File: src/design/ife_pkg.sv
// shared constants, types and the arctangent table of the instantaneous frequency estimator
package ife_pkg;

    localparam int SAMPLE_WIDTH = 16;
    localparam int CORDIC_STEPS = 16;
    localparam int ATAN_LEN     = 24;

    localparam int CORDIC_W = SAMPLE_WIDTH + 3;
    localparam int ACC_W    = 24;
    localparam int STEP_W   = $clog2(CORDIC_STEPS);
    localparam int PHASE_W  = 16;
    localparam int RATE_W   = 24;
    localparam int FREQ_W   = 32;
    localparam int FRAC_W   = 8;
    localparam int PROD_W   = PHASE_W + RATE_W + 1;
    localparam int DATA_W   = 32;
    localparam int PADDR_W  = 3;

    localparam logic [ACC_W-1:0]  ACC_QUARTER = ACC_W'(4194304);
    localparam logic [ACC_W-1:0]  ACC_ROUND   = ACC_W'(128);
    localparam logic [RATE_W-1:0] RATE_RESET  = RATE_W'(48000);

    // register index decoded from paddr[2]
    localparam logic REG_SAMPLE_RATE = 1'b0;

    typedef struct packed {
        logic load;
        logic step;
    } t_cordic_ctl;

    function automatic logic [ACC_W-1:0] atan_angle(input logic [STEP_W-1:0] idx);
        logic [ACC_W-1:0] a;
        case (int'(idx))
            0:       a = ACC_W'(2097152);
            1:       a = ACC_W'(1238021);
            2:       a = ACC_W'(654136);
            3:       a = ACC_W'(332050);
            4:       a = ACC_W'(166669);
            5:       a = ACC_W'(83416);
            6:       a = ACC_W'(41718);
            7:       a = ACC_W'(20860);
            8:       a = ACC_W'(10430);
            9:       a = ACC_W'(5215);
            10:      a = ACC_W'(2608);
            11:      a = ACC_W'(1304);
            12:      a = ACC_W'(652);
            13:      a = ACC_W'(326);
            14:      a = ACC_W'(163);
            15:      a = ACC_W'(81);
            16:      a = ACC_W'(41);
            17:      a = ACC_W'(20);
            18:      a = ACC_W'(10);
            19:      a = ACC_W'(5);
            20:      a = ACC_W'(3);
            21:      a = ACC_W'(1);
            22:      a = ACC_W'(1);
            default: a = '0;
        endcase
        return a;
    endfunction

endpackage

File: src/design/ife_cordic.sv
// vectoring cordic, one micro-rotation per cycle, giving a 16-bit binary angle
module ife_cordic (
    input  logic                                i_clk,
    input  ife_pkg::t_cordic_ctl                i_ctl,
    input  logic signed [ife_pkg::SAMPLE_WIDTH-1:0] i_x,
    input  logic signed [ife_pkg::SAMPLE_WIDTH-1:0] i_y,
    output logic [ife_pkg::PHASE_W-1:0]         o_phase,
    output logic                                o_last
);
    import ife_pkg::*;

    logic signed [CORDIC_W-1:0] r_x;
    logic signed [CORDIC_W-1:0] r_y;
    logic [ACC_W-1:0]           r_acc;
    logic [STEP_W-1:0]          r_step;
    logic                       r_zero;

    logic signed [CORDIC_W-1:0] w_xe;
    logic signed [CORDIC_W-1:0] w_ye;
    logic signed [CORDIC_W-1:0] w_dx;
    logic signed [CORDIC_W-1:0] w_dy;
    logic [ACC_W-1:0]           w_rnd;

    assign w_xe = CORDIC_W'(i_x);
    assign w_ye = CORDIC_W'(i_y);
    assign w_dx = r_y >>> r_step;
    assign w_dy = r_x >>> r_step;
    assign w_rnd = r_acc + ACC_ROUND;

    always_ff @(posedge i_clk) begin
        if (i_ctl.load) begin
            r_step <= '0;
            r_zero <= (i_x == '0) && (i_y == '0);
            // left half plane: quarter turn into the right half first
            if (w_xe < 0) begin
                if (w_ye >= 0) begin
                    r_x   <= w_ye;
                    r_y   <= -w_xe;
                    r_acc <= ACC_QUARTER;
                end else begin
                    r_x   <= -w_ye;
                    r_y   <= w_xe;
                    r_acc <= -ACC_QUARTER;
                end
            end else begin
                r_x   <= w_xe;
                r_y   <= w_ye;
                r_acc <= '0;
            end
        end else if (i_ctl.step) begin
            r_step <= r_step + STEP_W'(1);
            if (r_y > 0) begin
                r_x   <= r_x + w_dx;
                r_y   <= r_y - w_dy;
                r_acc <= r_acc + atan_angle(r_step);
            end else begin
                r_x   <= r_x - w_dx;
                r_y   <= r_y + w_dy;
                r_acc <= r_acc - atan_angle(r_step);
            end
        end
    end

    assign o_last  = (r_step == STEP_W'(CORDIC_STEPS - 1));
    assign o_phase = r_zero ? '0 : w_rnd[ACC_W-1 -: PHASE_W];

endmodule

File: src/design/instantaneous_frequency_estimator_core.sv
// top level of the instantaneous frequency estimator: sequencer, phase difference and scaling
// Each transfer on the input channel is one complex sample; its phase is found by a
// vectoring cordic that runs one micro-rotation per cycle on a single shared
// add/shift unit, so a sample occupies the block while it takes the transfer, runs
// CORDIC_STEPS = 16 iterations, forms the phase difference and does the scaling
// multiply; a sample that produces no result skips the multiply.
// The first sample of a block (or the first after reset) only stores its phase.
// Every other sample gives floor(wrapped_phase_change * sample_rate_hz / 256)
// as a 32-bit signed frequency with 8 fraction bits. The result sits in an output
// register, so the next sample is taken while it waits to be transferred; the
// scaling step holds only if a previous result is still waiting. sample_rate_hz
// lives at apb byte address 0 and should be written while the block is idle.
module instantaneous_frequency_estimator_core (
    input  logic                                    i_clk,
    input  logic                                    i_rst_n,
    // sample input channel
    input  logic                                    i_valid,
    output logic                                    o_stall,
    input  logic signed [ife_pkg::SAMPLE_WIDTH-1:0] i_sample_real,
    input  logic signed [ife_pkg::SAMPLE_WIDTH-1:0] i_sample_imag,
    input  logic                                    i_start_of_block,
    // frequency output channel
    output logic                                    o_valid,
    input  logic                                    i_stall,
    output logic signed [ife_pkg::FREQ_W-1:0]       o_frequency_q8,
    // configuration port
    input  logic                                    psel,
    input  logic                                    penable,
    input  logic                                    pwrite,
    input  logic [ife_pkg::PADDR_W-1:0]             paddr,
    input  logic [ife_pkg::DATA_W-1:0]              pwdata,
    output logic [ife_pkg::DATA_W-1:0]              prdata,
    output logic                                    pready
);
    import ife_pkg::*;

    typedef enum logic [3:0] {
        S_IDLE  = 4'b0001,
        S_ITER  = 4'b0010,
        S_DIFF  = 4'b0100,
        S_SCALE = 4'b1000
    } t_state;

    t_state                   r_state;
    t_state                   n_state;
    logic [RATE_W-1:0]        r_rate;
    logic [PHASE_W-1:0]       r_prev;
    logic                     r_have;
    logic                     r_start;
    logic [PHASE_W-1:0]       r_change;
    logic                     r_out_valid;
    logic signed [FREQ_W-1:0] r_out_data;

    t_cordic_ctl              w_ctl;
    logic [PHASE_W-1:0]       w_phase;
    logic                     w_last;
    logic                     w_in_xfer;
    logic                     w_out_xfer;
    logic                     w_out_free;
    logic                     w_cfg_wr;
    logic signed [PROD_W-1:0] w_prod;

    assign w_in_xfer  = i_valid && (r_state == S_IDLE);
    assign w_out_xfer = r_out_valid && !i_stall;
    // output register can take a new result this cycle
    assign w_out_free = !r_out_valid || !i_stall;
    assign w_cfg_wr   = psel && penable && pwrite && (paddr[2] == REG_SAMPLE_RATE);

    assign w_ctl.load = w_in_xfer;
    assign w_ctl.step = (r_state == S_ITER);

    ife_cordic u_cordic (
        .i_clk   (i_clk),
        .i_ctl   (w_ctl),
        .i_x     (i_sample_real),
        .i_y     (i_sample_imag),
        .o_phase (w_phase),
        .o_last  (w_last)
    );

    // signed change times unsigned rate, floor shift by the fraction bits
    assign w_prod = PROD_W'($signed(r_change)) * PROD_W'($signed({1'b0, r_rate}));

    always_comb begin
        n_state = r_state;
        case (r_state)
            S_IDLE: begin
                if (i_valid) n_state = S_ITER;
            end
            S_ITER: begin
                if (w_last) n_state = S_DIFF;
            end
            S_DIFF: begin
                n_state = (r_start || !r_have) ? S_IDLE : S_SCALE;
            end
            S_SCALE: begin
                if (w_out_free) n_state = S_IDLE;
            end
            default: n_state = S_IDLE;
        endcase
    end

    always_ff @(posedge i_clk) begin
        if (!i_rst_n) begin
            r_state     <= S_IDLE;
            r_rate      <= RATE_RESET;
            r_prev      <= '0;
            r_have      <= 1'b0;
            r_out_valid <= 1'b0;
        end else begin
            r_state <= n_state;
            if (w_cfg_wr) r_rate <= pwdata[RATE_W-1:0];
            if (r_state == S_DIFF) begin
                r_prev <= w_phase;
                r_have <= 1'b1;
            end
            if ((r_state == S_SCALE) && w_out_free) begin
                r_out_valid <= 1'b1;
            end else if (w_out_xfer) begin
                r_out_valid <= 1'b0;
            end
        end
    end

    // payload registers
    always_ff @(posedge i_clk) begin
        if (w_in_xfer) r_start <= i_start_of_block;
        // modular subtraction wraps the change into [-pi, pi)
        if (r_state == S_DIFF) r_change <= w_phase - r_prev;
        if ((r_state == S_SCALE) && w_out_free) begin
            r_out_data <= w_prod[FRAC_W +: FREQ_W];
        end
    end

    assign o_stall        = (r_state != S_IDLE);
    assign o_valid        = r_out_valid;
    assign o_frequency_q8 = r_out_data;

    assign pready = 1'b1;
    assign prdata = (paddr[2] == REG_SAMPLE_RATE) ? DATA_W'(r_rate) : '0;

endmodule

File: config.mk
export PLATFORM = sky130hd
export DESIGN_NAME = instantaneous_frequency_estimator_core
export DESIGN_NICKNAME = d
export VERILOG_FILES = /design/src/design/ife_pkg.sv /design/src/design/ife_cordic.sv /design/src/design/instantaneous_frequency_estimator_core.sv
export SDC_FILE = /design/constraint.sdc
export NUM_CORES = 2
export LEC_CHECK = 0
export BUFFER_PORTS_ARGS = -buffer_cell sky130_fd_sc_hd__buf_2
export CORE_UTILIZATION = 25
export DETAILED_ROUTE_END_ITERATION = 6
export PLACE_DENSITY = 0.5
export SETUP_SLACK_MARGIN = 0.02
export SLEW_MARGIN = 0
export SYNTH_ARGS = -nofsm -noshare
export SYNTH_HDL_FRONTEND = slang
export SYNTH_SLANG_ARGS = --single-unit
export TNS_END_PERCENT = 10
File: constraint.sdc
create_clock -name i_clk -period 10.6 [get_ports i_clk]
set_input_delay 1.06 -clock i_clk [delete_from_list [all_inputs] [get_ports i_clk]]
set_output_delay 1.06 -clock i_clk [all_outputs]
set_load 0.05 [all_outputs]
# Yosys cells after proc, flatten, opt, wreduce, memory -nomap -nowiden
# Memories as Yosys holds them, arrays and structs flattened. A register that Yosys moved wholly into a read port is not among the register bits.
# Cells that the tools add are included.
[totals]
romBits = 704
n_memories = 2
out_inout_bits = 67
regBits = 162
[mem_list]
columns = ["name", "words", "width", "rd", "rd_ports_with_merged_regs", "write_ports", "line_no", "rtl"]
rows = [
  ["(no name shown)", 16, 22, 1, 1, 0, "ife_pkg.sv:33", "case (int'(idx))"],
  ["(no name shown)", 16, 22, 1, 1, 0, "ife_pkg.sv:33", ""],
]
[op_classes]
magnitude_cmp = 3
n_reduce_logical = 17
muxes = 34
n_addsub = 11
shift = 2
eq_ne = 9
n_mul = 1
n_bitwise = 1
[op_table]
columns = ["op", "n"]
rows = [
  ["two-way mux 24 bit", 12],
  ["two-way mux 19 bit", 10],
  ["multiplier 16 x 25 -> 40 bit", 1],
  ["adder 19 bit", 2],
  ["negation 16 -> 19 bit", 2],
  [">>> shifter 19 x 4 -> 19 bit", 2],
  ["subtractor 19 bit", 2],
  ["zero test 16 bit", 2],
  ["two-way mux 4 bit", 8],
  ["adder 24 bit", 1],
  ["adder 24 x 8 -> 24 bit (second input constant)", 1],
  ["subtractor 24 bit", 1],
  ["greater-than comparator 19 x 1 -> 1 bit (second input constant)", 1],
  ["greater-or-equal comparator 16 x 1 -> 1 bit (second input constant)", 1],
  ["less-than comparator 16 x 1 -> 1 bit (second input constant)", 1],
  ["two-way mux 16 bit", 1],
  ["one-hot mux 4 bit (4 select lines)", 1],
  ["subtractor 16 bit", 1],
  ["equality test 4 bit (second input constant)", 2],
  ["logical AND 1 bit", 7],
  ["inequality test 2 bit (second input constant)", 3],
  ["adder 4 x 1 -> 4 bit (second input constant)", 1],
  ["equality test 4 x 1 -> 1 bit (second input constant)", 1],
  ["equality test 4 x 2 -> 1 bit (second input constant)", 1],
  ["8 further kinds", 13],
]

# Depth between registers and ports, before layout
[logic_depth]
ltp_word = 8
depth_mapped = 24
depth_no_buf = 23

# Cells and area by module
# Synthesis repeated with hierarchy kept, for this count alone.
[hier_totals]
cells_unflattened = 3051
hier_area_um2 = 27063.5
[modules_own_cells]
columns = ["mod", "n_inst", "area_per_inst_um2", "cells_each"]
rows = [
  ["instantaneous_frequency_estimator_core", 1, 16588.4, 1831],
  ["ife_cordic", 1, 10475.0, 1220],
]

# Least setup slack after synthesis
# No wires, ideal clock.
[synth_path]
path_kind = "register to register"
start = "register r_change[15]"
end = "register r_out_data[22], in the netlist o_frequency_q8[22] (data pin)"
slack_ns = 4.236
t_arrival_ns = 6.102
stages_incl_launch_ff = 23
n_path_buf = 2
synth_period_minus_slack_ns = 6.364
required_time_ns = 10.338
path_cell_list = "edfxtp_1 > clkbuf_1 > inv_1 > clkbuf_1 > nor2_1 > fa_1 > fa_1 > fa_1 > fa_1 > fa_1 > inv_1 > fa_1 > inv_1 > ha_1 > a21o_1 > a221oi_1 > nand2_1 > or3_1 > a21oi_1 > o21ai_0 > a21oi_1 > o21bai_1 > xor2_1"
[synth_between]
elab_chain_len = 1
[synth_lines]
columns = ["item", "line_no", "rtl"]
rows = [
  ["start, declared", "instantaneous_frequency_estimator_core.sv:50", "logic [PHASE_W-1:0] r_change;"],
  ["start signal, assigned", "instantaneous_frequency_estimator_core.sv:129", "if (r_state == S_DIFF) r_change <= w_phase - r_prev;"],
  ["multiplier 16 x 25 -> 40 bit", "instantaneous_frequency_estimator_core.sv:82", "assign w_prod = PROD_W'($signed(r_change)) * PROD_W'($signed({1'b0, r_rate}));"],
  ["named net w_prod[30]", "instantaneous_frequency_estimator_core.sv:61", "logic signed [PROD_W-1:0] w_prod;"],
  ["end signal, assigned", "instantaneous_frequency_estimator_core.sv:131", "r_out_data <= w_prod[FRAC_W +: FREQ_W];"],
  ["end, declared", "instantaneous_frequency_estimator_core.sv:52", "logic signed [FREQ_W-1:0] r_out_data;"],
]
# The timed path passes the listed nets, and every way through them passes these cells.
# A chain may end at the register's enable or synchronous reset.

# Worst setup path after layout
[layout_path]
start = "register r_change[2]"
end = "register r_out_data[22], in the netlist o_frequency_q8[22] (data pin)"
# Same word-level chain as after synthesis.

==> results.md <==
* Status: finished with violations
* Failing checks: design-rule violations
* Die Y at 330 um
* Worst rel slew slack at 19.2%
* Crit path launch type: flop
* Area Overhead vs Synth at 9.54%
* Wirelength, routed at 76000 um
* # resized after CTS at 0
* Cells on worst reg2reg path at 20
* Final number of setup-violating endpoints at 0
* Initial antenna violation count at 2
* Slew Limit Fails at 0
* Endpoint class of the critical path: flop
* Via density at 4.63
* WP data required at 10.85 ns
* Hpwl dp at 57800 um
* Root Buffer: clkbuf_16
* Die X at 330 um
* Largest net degree at the start of global routing at 80
* R2r setup slk at 3.24 ns
* Synth warn at 0
* Worst-skew pair later-pin latency at 0.50 ns
* Initial Utilization at 25.2%
* Layout net count at 3703
* RSZ-0062 raised after global routing: false
* Final Cycle Share at 69.5%
* Post CTS Setup Buffer Count at 0
* FMAX at 136 MHz
* Ports at 142
* Diodes inserted at 0
* First-pass GRT wire length at 120000 um
* # clock sinks at 184
* Hold Fails Final Rpt at 0
* Most common flop cell mapped by yosys: edfxtp_1
* Hold Path Class: flop to flop
* CTS tree: yes
* Max_cap viols at 0
* Antenna Violating Nets Remaining at 0
* PortBufs at 122
* Grt ovf at 0
* Site Rows at 120
* Setup TNS at 0 ns
* Min-Delay Endpoint: r_prev[9]
* Vias in the first global route at 20700
* Vias at 20900
* Post-Syn Area at 0.0270 sq mm
* Synth unique cells at 82
* Count leader, synth: inv_1
* Synth Area per Inst at 8.78 sq um
* CP Max Fanout at 24
* Peak supply drop at 0.000227 V
* Share of the synthesized area in the top cell type at 22.9%
* RD Place Congestion at 0.826
* Clock skew at 0.0174 ns
* Initial DRC count at 1139
* Worst-path clk slew at 0.08 ns
* Fraction of registers with async set/reset at 0%
* Min-delay src: r_prev[9]
* Hold path depth at 2
* Seq/Total Area, Yosys at 17.8%
* Hold_buf cts at 0
* Placeable Area at 0.107 sq mm
* Slew @ Worst Pin at 1.21 ns
* FF+latch count, synth at 184
* Power Density at 249 mW/mm^2
* Crit path kind: flop to flop
* Post-layout min period at 7.37 ns
* Clock Path Buffers at 2
* Depth of the CTS H-tree at 4
* Synth top area cells: fa_1, edfxtp_1, ha_1
* Top cells by count, synth: inv_1, nand2_1, fa_1
* Reg-to-reg endpoint: o_frequency_q8[22]
* Layout cells sized above 1 at 8.89%
* Number of flops mapped to enable cells by yosys at 112
* Drt pass-1 iters at 7
* WL/cell at 16.8 um
* Drt drc at 1
* Placed Cells at 4486
* Cts bufs inserted at 17
* Fill cells at 11500
* Static Leak at 12.9 nW
* GRT Total Usage at 14.3%
* Worst r2r src: r_change[2]
* Data arrival, critical path at 7.61 ns
* Fin cells at 4518
* Die area at 0.109 sq mm
* Cell accounting for the most synthesized area: fa_1
* Gate Count Post-Synth at 3073
through the flow:
step	hold slack (ns)	area [sq um]	setup WS, ns	power (W)	util (%)
final	0.469	29500	3.24	0.00737	27.6
after global routing	0.496	29500	2.85	0.00813	27.6
after CTS	0.473	29500	3.21	0.00741	27.6
after detailed placement	0.461	29000	3.24	0.00667	27.0
after global placement	0.454	29000	3.27	0.00665	27.0
after floorplan	0.433	27000	4.24	0.00547	-
logic make-up (layout without fill, tap and decap cells):
group                      after synthesis  after routing  synth area share [%]
and+or+nand+nor                       1003           1003                  17.9
other                                    2              9                0.0278
xor gates and xnor gates               171            171                  5.60
adders and majority gates              526            526                  33.0
AOI/OAI and AO/OA                      476            476                  11.1
muxes                                   94             94                  5.58
buffers and inverters                  617            652                  9.00
DFF                                    184            184                  17.8
area by class of cell:
class | instances | area [sq um] | area share, %
Sequential cell | 184 | 4810 | 16.3
Clock buffer | 19 | 464 | 1.57
Inverter | 465 | 1750 | 5.91
Multi-Input combinational cell | 2279 | 19800 | 67.0
Tap cell | 1403 | 1760 | 5.94
Clock inverter | 13 | 131 | 0.445
Timing Repair Buffer | 155 | 858 | 2.90
cell usage in the layout, fill, tap and decap left out, types with 12 or more instances in the layout:
cell         n
nand2_1    406
edfxtp_1   112
o21bai_1    14
xor2_1      74
xnor2_1     96
inv_1      463
dfxtp_1     70
o31ai_1     13
a21oi_1    111
a211oi_1    20
nor4_1      15
o21ai_0    137
clkbuf_16   18
nand4_1     14
buf_2      122
a21o_1      20
buf_4       33
nor2_1     177
and2_1     166
a21boi_0    37
or3_1       16
a31oi_1     17
mux4_2      41
nor3_1      45
mux2_2      12
o21a_1      25
fa_1       309
nand3_1     50
mux2i_1     36
o211ai_1    28
nand2b_1    22
ha_1       217
nor2b_1     37
per-layer routing:
metal | GRT usage, % | up-vias | part of all wire (%)
li1 | - | 10100 | -
met1 | 19.6 | 10300 | 47
met2 | 23.4 | 429 | 47
met3 | 2.32 | 55 | 4.6
met4 | 3.06 | 2 | 1.4
met5 | 0 | - | 0.017
how the worst max path moves through the flow:
stage | endpoint | slack, ns | startpoint | cells past startpoint
after floorplan | o_frequency_q8[22] | 4.24 | r_change[15] | 22
after global placement | o_frequency_q8[22] | 3.27 | r_change[2] | 20
after detailed placement | o_frequency_q8[22] | 3.24 | r_change[2] | 20
after CTS | o_frequency_q8[22] | 3.21 | r_change[2] | 22
after global routing | o_frequency_q8[22] | 2.85 | r_change[2] | 22
final | o_frequency_q8[22] | 3.24 | r_change[2] | 20
critical path, stage by stage (launching register included):
cell	delay (ns)
edfxtp_1	1.16
nand2_1	0.18
fa_1	0.53
fa_1	0.52
fa_1	0.51
inv_1	0.05
fa_1	0.50
fa_1	0.49
inv_1	0.05
fa_1	0.47
inv_1	0.04
ha_1	0.36
and3_1	0.23
a221oi_1	0.40
nand2_1	0.07
or3_1	0.52
a21oi_1	0.32
o21ai_0	0.19
a21oi_1	0.26
o21bai_1	0.10
xor2_1	0.14
report_power, final:
group / leakage (nW) / total, W / switching (W) / internal [W]
clock: 0.295 / 0.000679 / 0.000348 / 0.000331
sequential: 1.63 / 0.00142 / 0.000246 / 0.00117
combinational: 10.9 / 0.00527 / 0.00300 / 0.00227
(Power assumes the default switching activity.)
